`config.mk`:
```
export PLATFORM = sky130hd
export DESIGN_NAME = hcsk_cell
export DESIGN_NICKNAME = d
export VERILOG_FILES = /design/src/hcsk_pkg.sv /design/src/hcsk_cell.sv
export SDC_FILE = /design/constraint.sdc
export NUM_CORES = 2
export LEC_CHECK = 0
export BUFFER_PORTS_ARGS = -buffer_cell sky130_fd_sc_hd__buf_2
export CAP_MARGIN = 10
export CORE_AREA = 2 2 402 404
export CTS_BUF_LIST = sky130_fd_sc_hd__clkbuf_8
export CTS_CLUSTER_DIAMETER = 80
export DETAILED_ROUTE_END_ITERATION = 7
export DIE_AREA = 0 0 404 406
export PLACE_DENSITY = 0.52
export SYNTH_ARGS = -nofsm -noshare
export SYNTH_HDL_FRONTEND = slang
export SYNTH_SLANG_ARGS = --single-unit
```
`constraint.sdc`:
```
create_clock -name clk -period 0.8 [get_ports clk]
set_input_delay 0.16 -clock clk [delete_from_list [all_inputs] [get_ports clk]]
set_output_delay 0.16 -clock clk [all_outputs]
set_load 0.005 [all_outputs]
```
`src/hcsk_pkg.sv`:
```
// HChaCha20 subkey derivation: shared types, constants and the quarter-round step function.
// No dependencies; used by hcsk_cell and hchacha20_subkey_derive_unit.
`timescale 1ns / 1ps

package hcsk_pkg;

    localparam int WORD_W        = 32;
    localparam int NUM_WORDS     = 16;
    localparam int DOUBLE_ROUNDS = 10;
    localparam int QR_STEPS      = 4;
    // one cell per quarter-round step of every half round
    localparam int NUM_CELLS     = DOUBLE_ROUNDS * 2 * QR_STEPS;

    localparam logic [WORD_W-1:0] SIGMA_0 = 32'h61707865;
    localparam logic [WORD_W-1:0] SIGMA_1 = 32'h3320646e;
    localparam logic [WORD_W-1:0] SIGMA_2 = 32'h79622d32;
    localparam logic [WORD_W-1:0] SIGMA_3 = 32'h6b206574;

    localparam logic [4:0] ROT_16 = 5'd16;
    localparam logic [4:0] ROT_12 = 5'd12;
    localparam logic [4:0] ROT_8  = 5'd8;
    localparam logic [4:0] ROT_7  = 5'd7;

    typedef logic [NUM_WORDS-1:0][WORD_W-1:0] state_t;

    // the four add/xor/rotate steps of a quarter round
    typedef enum logic [1:0] {
        QR_AD16 = 2'd0,
        QR_CB12 = 2'd1,
        QR_AD8  = 2'd2,
        QR_CB7  = 2'd3
    } qr_step_t;

    typedef struct packed {
        qr_step_t step;
        logic     diag;
    } cell_ctrl_t;

    typedef struct packed {
        logic [63:0] key_part_0;
        logic [63:0] key_part_1;
        logic [63:0] key_part_2;
        logic [63:0] key_part_3;
        logic [63:0] nonce_part_0;
        logic [63:0] nonce_part_1;
    } item_t;

    typedef struct packed {
        logic [63:0] subkey_part_0;
        logic [63:0] subkey_part_1;
        logic [63:0] subkey_part_2;
        logic [63:0] subkey_part_3;
    } result_t;

    function automatic logic [WORD_W-1:0] rotl(input logic [WORD_W-1:0] v,
                                               input logic [4:0] amt);
        logic [5:0] rev;
        begin
            rev  = 6'd32 - {1'b0, amt};
            rotl = (v << amt) | (v >> rev);
        end
    endfunction

    // Apply one step to all four quarter rounds of a column or diagonal half round.
    function automatic state_t qr_step(input state_t s, input qr_step_t step,
                                       input logic diag);
        state_t           r;
        logic [1:0]       col;
        logic [1:0]       off_b;
        logic [1:0]       off_c;
        logic [1:0]       off_d;
        logic [3:0]       ia;
        logic [3:0]       ib;
        logic [3:0]       ic;
        logic [3:0]       id;
        logic [WORD_W-1:0] sum_ab;
        logic [WORD_W-1:0] sum_cd;
        begin
            r     = s;
            off_b = diag ? 2'd1 : 2'd0;
            off_c = diag ? 2'd2 : 2'd0;
            off_d = diag ? 2'd3 : 2'd0;
            for (int i = 0; i < 4; i++) begin
                col    = 2'(i);
                ia     = {2'd0, col};
                ib     = {2'd1, 2'(col + off_b)};
                ic     = {2'd2, 2'(col + off_c)};
                id     = {2'd3, 2'(col + off_d)};
                sum_ab = s[ia] + s[ib];
                sum_cd = s[ic] + s[id];
                case (step)
                    QR_AD16:
                    begin
                        r[ia] = sum_ab;
                        r[id] = rotl(s[id] ^ sum_ab, ROT_16);
                    end
                    QR_CB12:
                    begin
                        r[ic] = sum_cd;
                        r[ib] = rotl(s[ib] ^ sum_cd, ROT_12);
                    end
                    QR_AD8:
                    begin
                        r[ia] = sum_ab;
                        r[id] = rotl(s[id] ^ sum_ab, ROT_8);
                    end
                    QR_CB7:
                    begin
                        r[ic] = sum_cd;
                        r[ib] = rotl(s[ib] ^ sum_cd, ROT_7);
                    end
                    default:
                    begin
                        r[ia] = s[ia];
                    end
                endcase
            end
            qr_step = r;
        end
    endfunction

endpackage

```
`src/hcsk_cell.sv`:
```
// One pipeline cell: a single quarter-round step on the full 16-word state.
// Depends on hcsk_pkg.
`timescale 1ns / 1ps

module hcsk_cell (
    input  logic                clk,
    input  logic                rst_n,
    input  hcsk_pkg::cell_ctrl_t ctrl,
    input  logic                valid_in,
    input  hcsk_pkg::state_t    state_in,
    output logic                valid_out,
    output hcsk_pkg::state_t    state_out
);

    logic             valid_reg;
    hcsk_pkg::state_t state_reg;
    hcsk_pkg::state_t state_next;

    assign state_next = hcsk_pkg::qr_step(state_in, ctrl.step, ctrl.diag);

    always_ff @(posedge clk or negedge rst_n)
    begin
        if (!rst_n)
        begin
            valid_reg <= 1'b0;
        end
        else
        begin
            valid_reg <= valid_in;
        end
    end

    // payload moves every cycle; valid qualifies it
    always_ff @(posedge clk)
    begin
        state_reg <= state_next;
    end

    assign valid_out = valid_reg;
    assign state_out = state_reg;

endmodule

```
* Word level (Yosys, flattened, before mapping) *
Cells that the tools add are included.

storage, ports and cells
  memory bits (writable) = 0
  bits of input ports = 518
  register bits = 513
  bits in latches = 0
  word-level logic and storage cells = 173
  memories = 0
  bits in read-only memories = 0
  output and inout port bits = 513

operators by class
  shift operators = 0
  multipliers = 0
  bitwise logic cells = 24
  equality and inequality tests = 3
  add/sub/neg operators = 17
  multiplexer cells = 75
  $lt $le $gt $ge = 24
  reductions and logical operators = 13
  div/mod/pow operators = 0

operator list
  cell                                                                                  count
  512-bit bitwise mux                                                                   20
  512-bit one-hot mux with 4 select lines                                               4
  32-bit binary-select mux with 2-bit select                                            12
  32-bit demux with 2-bit select                                                        12
  32-bit 2-to-1 mux                                                                     24
  32-bit adder                                                                          8
  32-bit XOR                                                                            8
  32-bit by 12-bit bitwise OR with 32-bit output                                        4
  32-bit by 16-bit bitwise OR with 32-bit output                                        4
  32-bit by 7-bit bitwise OR with 32-bit output                                         4
  32-bit by 8-bit bitwise OR with 32-bit output                                         4
  4-bit by 5-bit less-than comparator with 1-bit output (second input constant)         8
  4-bit by 1-bit greater-or-equal comparator with 1-bit output (second input constant)  8
  3-bit by 5-bit less-than comparator with 1-bit output (second input constant)         4
  3-bit by 1-bit greater-or-equal comparator with 1-bit output (second input constant)  4
  1-bit logical AND                                                                     12
  2-bit adder (first input constant)                                                    4
  1-bit by 2-bit adder with 2-bit output (first input constant)                         2
  2-bit by 1-bit adder with 2-bit output (first input constant)                         2
  2-bit equality test (second input constant)                                           2
  2-bit 2-to-1 mux                                                                      2
  1-bit by 1-bit adder with 2-bit output (first input constant)                         1
  2-bit by 1-bit equality test with 1-bit output (second input constant)                1
  2-bit logical NOT                                                                     1
  1-bit 2-to-1 mux                                                                      1

* Longest topological paths before layout *
  depth after elaboration = 17
  gate-level depth with buffers = 23
  depth with buffers taken out = 16

* Least setup slack after synthesis *
OpenSTA, ideal clock, no wires.

  kind = input-to-reg
  start point = input ctrl[0] (netlist bit)
  end point = register state_reg (netlist bit state_out[234])
  stages = 20
  path slack = -4.556 ns
  arrival = 5.219 ns
  buffers on the path = 6
  data required time = 0.664 ns
  setup time = 0.136 ns
  cell sequence = buf_2 -> clkbuf_1 -> clkbuf_1 -> clkbuf_1 -> clkbuf_1 -> clkbuf_1 -> mux2_2 -> ha_1 -> fa_1 -> a211oi_1 -> o21ai_0 -> nand3_1 -> nand4_1 -> a2111oi_0 -> o31a_1 -> xnor2_1 -> and2_1 -> a21oi_1 -> xor2_1 -> a31oi_1

RTL lines
  what                  line             RTL
  from (decl)           hcsk_cell.sv:8   input hcsk_pkg::cell_ctrl_t ctrl,
  to (signal assigned)  hcsk_cell.sv:36  state_reg <= state_next;
  to (decl)             hcsk_cell.sv:16  hcsk_pkg::state_t state_reg;

==> run_results.csv <==
group,metric,value,unit
power_and_ir_drop,p_leak,41.7,nW
power_and_ir_drop,powerDensity,2130,nW/um^2
yosys,synth_edf_count,0,
setup_path,crit_required,1590,ps
yosys,yosys.area.top_type,"dfxtp_1",
drt,wl_met2,165000,um
yosys,synth_top_family_by_area,"compound AO/OA/AOI/OAI gates",
yosys,ys_seq_area_frac,0.234,
final_layout,drive_gt1_frac,0.545,
timing,finalHoldViolations,5,
drt,vias,65300,
grt,grt_antenna_before_repair,89,
timing,fmax,274,MHz
floorplan,num_rows,147,
hold_path,hold-path-endpoint,"state_out[32]$_DFF_P_",
placement,placed_cell_area,70700,um^2
yosys,synth.area.mux_share,0.141,
drt,met3_length,45700,um
clock_tree,cts_root_buf,"clkbuf_8",
timing,rsz0062_at_grt,"true",
final_layout,finalNetCount,10400,
drt,first_pass_iters,7,
floorplan,die-width,404,um
floorplan,core-area,160000,um^2
yosys,syn_area,43800,um^2
clock_tree,numCtsBuffers,95,
hold_path,min-delay-start,"state_in[32]",
final_layout,final_area,89200,um^2
final_layout,synthToLayoutAreaGrowth,103,%
final_layout,nFillCells,15200,
timing,worst_slack,-2850,ps
floorplan,die_h,406,um
yosys,synth_compound_area_frac,0.235,
placement,dp_hpwl,350000,um
power_and_ir_drop,ir_drop,1.36,mV
power_and_ir_drop,power,190,mW
grt,grt_max_degree,91,
timing,tns,-1355220,ps
hold_path,holdPathStages,2,
setup_path,critPathKind,"in2reg",
yosys,async_reset_ff_frac,0.00195,
drt,routed.top_layer,"met5",
drt,ant_nets,0,
setup_path,startpoint_type,"input port",
job,maxCapViolations,0,
timing,period_share,4.56,
clock_tree,cts_tree,"yes",
grt,gr-usage-all-layers,0.483,
clock_tree,clkTransAtPathRegs,60,ps
yosys,ys.flop_type,"dfxtp_1",
final_layout,multi_input_area,40300,um^2
setup_path,crit_fanout,7,
timing,hold_slack,-373,ps
yosys,synth_commonest_cells,"nand2_1 (622), dfxtp_1 (512), a21oi_1 (506), nor2_1 (497), xnor2_1 (407)",
yosys,yosys.area_share.simple,0.142,
yosys,syn_inst,5581,
final_layout,final-seq-area,10300,um^2
grt,grt_overflow_total,0,
timing,max-slew-margin-rel,0.358,
yosys,synth_top_cell_area_share,0.234,
grt,grt_pass1_wl,534000,um
status,status,"finished, violations left",
yosys,synth_most_common_cell,"nand2_1",
timing,worst_slew_pin_slew,956,ps
drt,wl_per_cell,35.4,um
floorplan,initial_core_util,0.275,
yosys,yosysUniqueCellTypes,97,
floorplan,io_pins,1031,
grt,grt_pass1_vias,61100,
floorplan,die-area,164000,um^2
drt,via_per_inst,5.54,
clock_tree,cts_max_level,3,
setup_path,cp.arrival,4450,ps
clock_tree,cts_max_path_buffers,3,
timing,maxSlewViolCount,0,
yosys,synth-xor-area-share,0.129,
drt,routed_wl,418000,um
status,violations,"negative hold slack, negative setup slack",
timing,period_minus_slack,3650,ps
yosys,synth_area_leaders,"dfxtp_1 (23%), mux2_2 (8.6%), xnor2_1 (8.1%), ha_1 (7.1%), a21oi_1 (5.8%)",
timing,setup_violations,1023,
drt,drt-initial-drc-count,7894,
placement,portBuffers,1030,
placement,gp_congestion,1.11,
yosys,syn_area_per_cell,7.86,um^2
yosys,syn_nets,6355,
drt,wl_met1,161000,um
yosys,synth-seq-cells,513,
yosys,synthAdderAreaFrac,0.0744,
yosys,synth.yosys.warnings,0,
drt,drc,0,
hold_path,holdCritPathClass,"in2reg",
setup_path,end_kind,"flop",
clock_tree,clock_sinks,513,
==> metrics by stage <==
stage               setup slack (ps)  utilization  cells
floorplan                      -3230            -   5581
global placement               -4700        0.443  10800
detailed placement             -4650        0.443  10800
CTS                            -2580        0.517  11600
global route                   -2680        0.558  11800
finish                         -2850        0.559  11800
==> final cells by class <==
class / count / area share
multi-input cells: 4551 / 0.452
diodes: 44 / 0.00123
flip-flops and latches: 513 / 0.115
inverters: 187 / 0.00819
well taps: 2086 / 0.0293
clock inverters: 51 / 0.00526
clock buffers: 117 / 0.0180
repair buffers: 4238 / 0.371
==> power by group <==
group | switching [mW] | internal, mW
registers | 2.16 | 30.4
logic | 69.2 | 59.4
clock network | 13.3 | 15.8
==> state kept, by name, summed over array words and instances (netlist names) <==
signal     count
state_out    512
valid_out      1
==> layer usage <==
metal / up-vias / GRT usage
met1: 31600 / 0.606
met3: 1133 / 0.124
met5: - / 0
met2: 4440 / 0.678
met4: 36 / 0.427
li1: 28100 / -
==> cell usage in the layout (no fill, tap or decap), types with 117 or more instances in the layout <==
master / instances
a21oi_1: 353
buf_2: 1027
buf_4: 2378
buf_6: 187
clkbuf_8: 117
dfxtp_1: 512
dlygate4sd3_1: 501
ha_1: 148
inv_1: 171
mux2_2: 237
mux2i_1: 166
nand2_1: 599
nor2_1: 455
o21ai_0: 250
xnor2_1: 261
xor2_1: 152
==> how the worst max path moves through the flow <==
stage,startpoint,to,slack [ps],cells past startpoint
6_report,ctrl[0],state_out[448]$_DFF_P_,-2850,18
5_1_grt,ctrl[0],state_out[452]$_DFF_P_,-2680,23
4_1_cts,ctrl[0],state_out[448]$_DFF_P_,-2580,18
3_5_place_dp,ctrl[0],state_out[399]$_DFF_P_,-4650,18
3_3_place_gp,ctrl[0],state_out[399]$_DFF_P_,-4700,18
2_1_floorplan,ctrl[0],state_out[227]$_DFF_P_,-3230,21
==> logic make-up (layout without fill, tap and decap cells) <==
group,count (synthesis),count (layout)
buffers and inverters,517,4593
XOR/XNOR,637,637
adder cells (fa/ha/maj),256,256
AO/OA/AOI/OAI,1632,1632
other,0,44
multiplexers,568,568
AND/OR/NAND/NOR,1458,1458
flip-flops,513,513
==> repair_timing <==
action	4_1_cts	5_1_grt
hold endpoints to repair	495	5
pin swaps	143	456
setup endpoints to repair	1025	1024
cloned	13	5
resized for setup	682	1012
buffers inserted	110	213
hold buffers	502	1
==> critical path, cell delays in order <==
cell and delay (ps):
buf_16 140, buf_12 170, buf_8 130, buf_6 110, mux2_4 350, ha_4 340
a21oi_2 80, o211ai_1 210, nand2_1 140, o41a_1 340, buf_6 150, a21bo_4 270
o21ai_4 200, xor2_4 330, mux2i_4 170, xor2_1 170, a222oi_1 680, buf_4 210
Note: power is estimated with default switching activity, not from simulation.
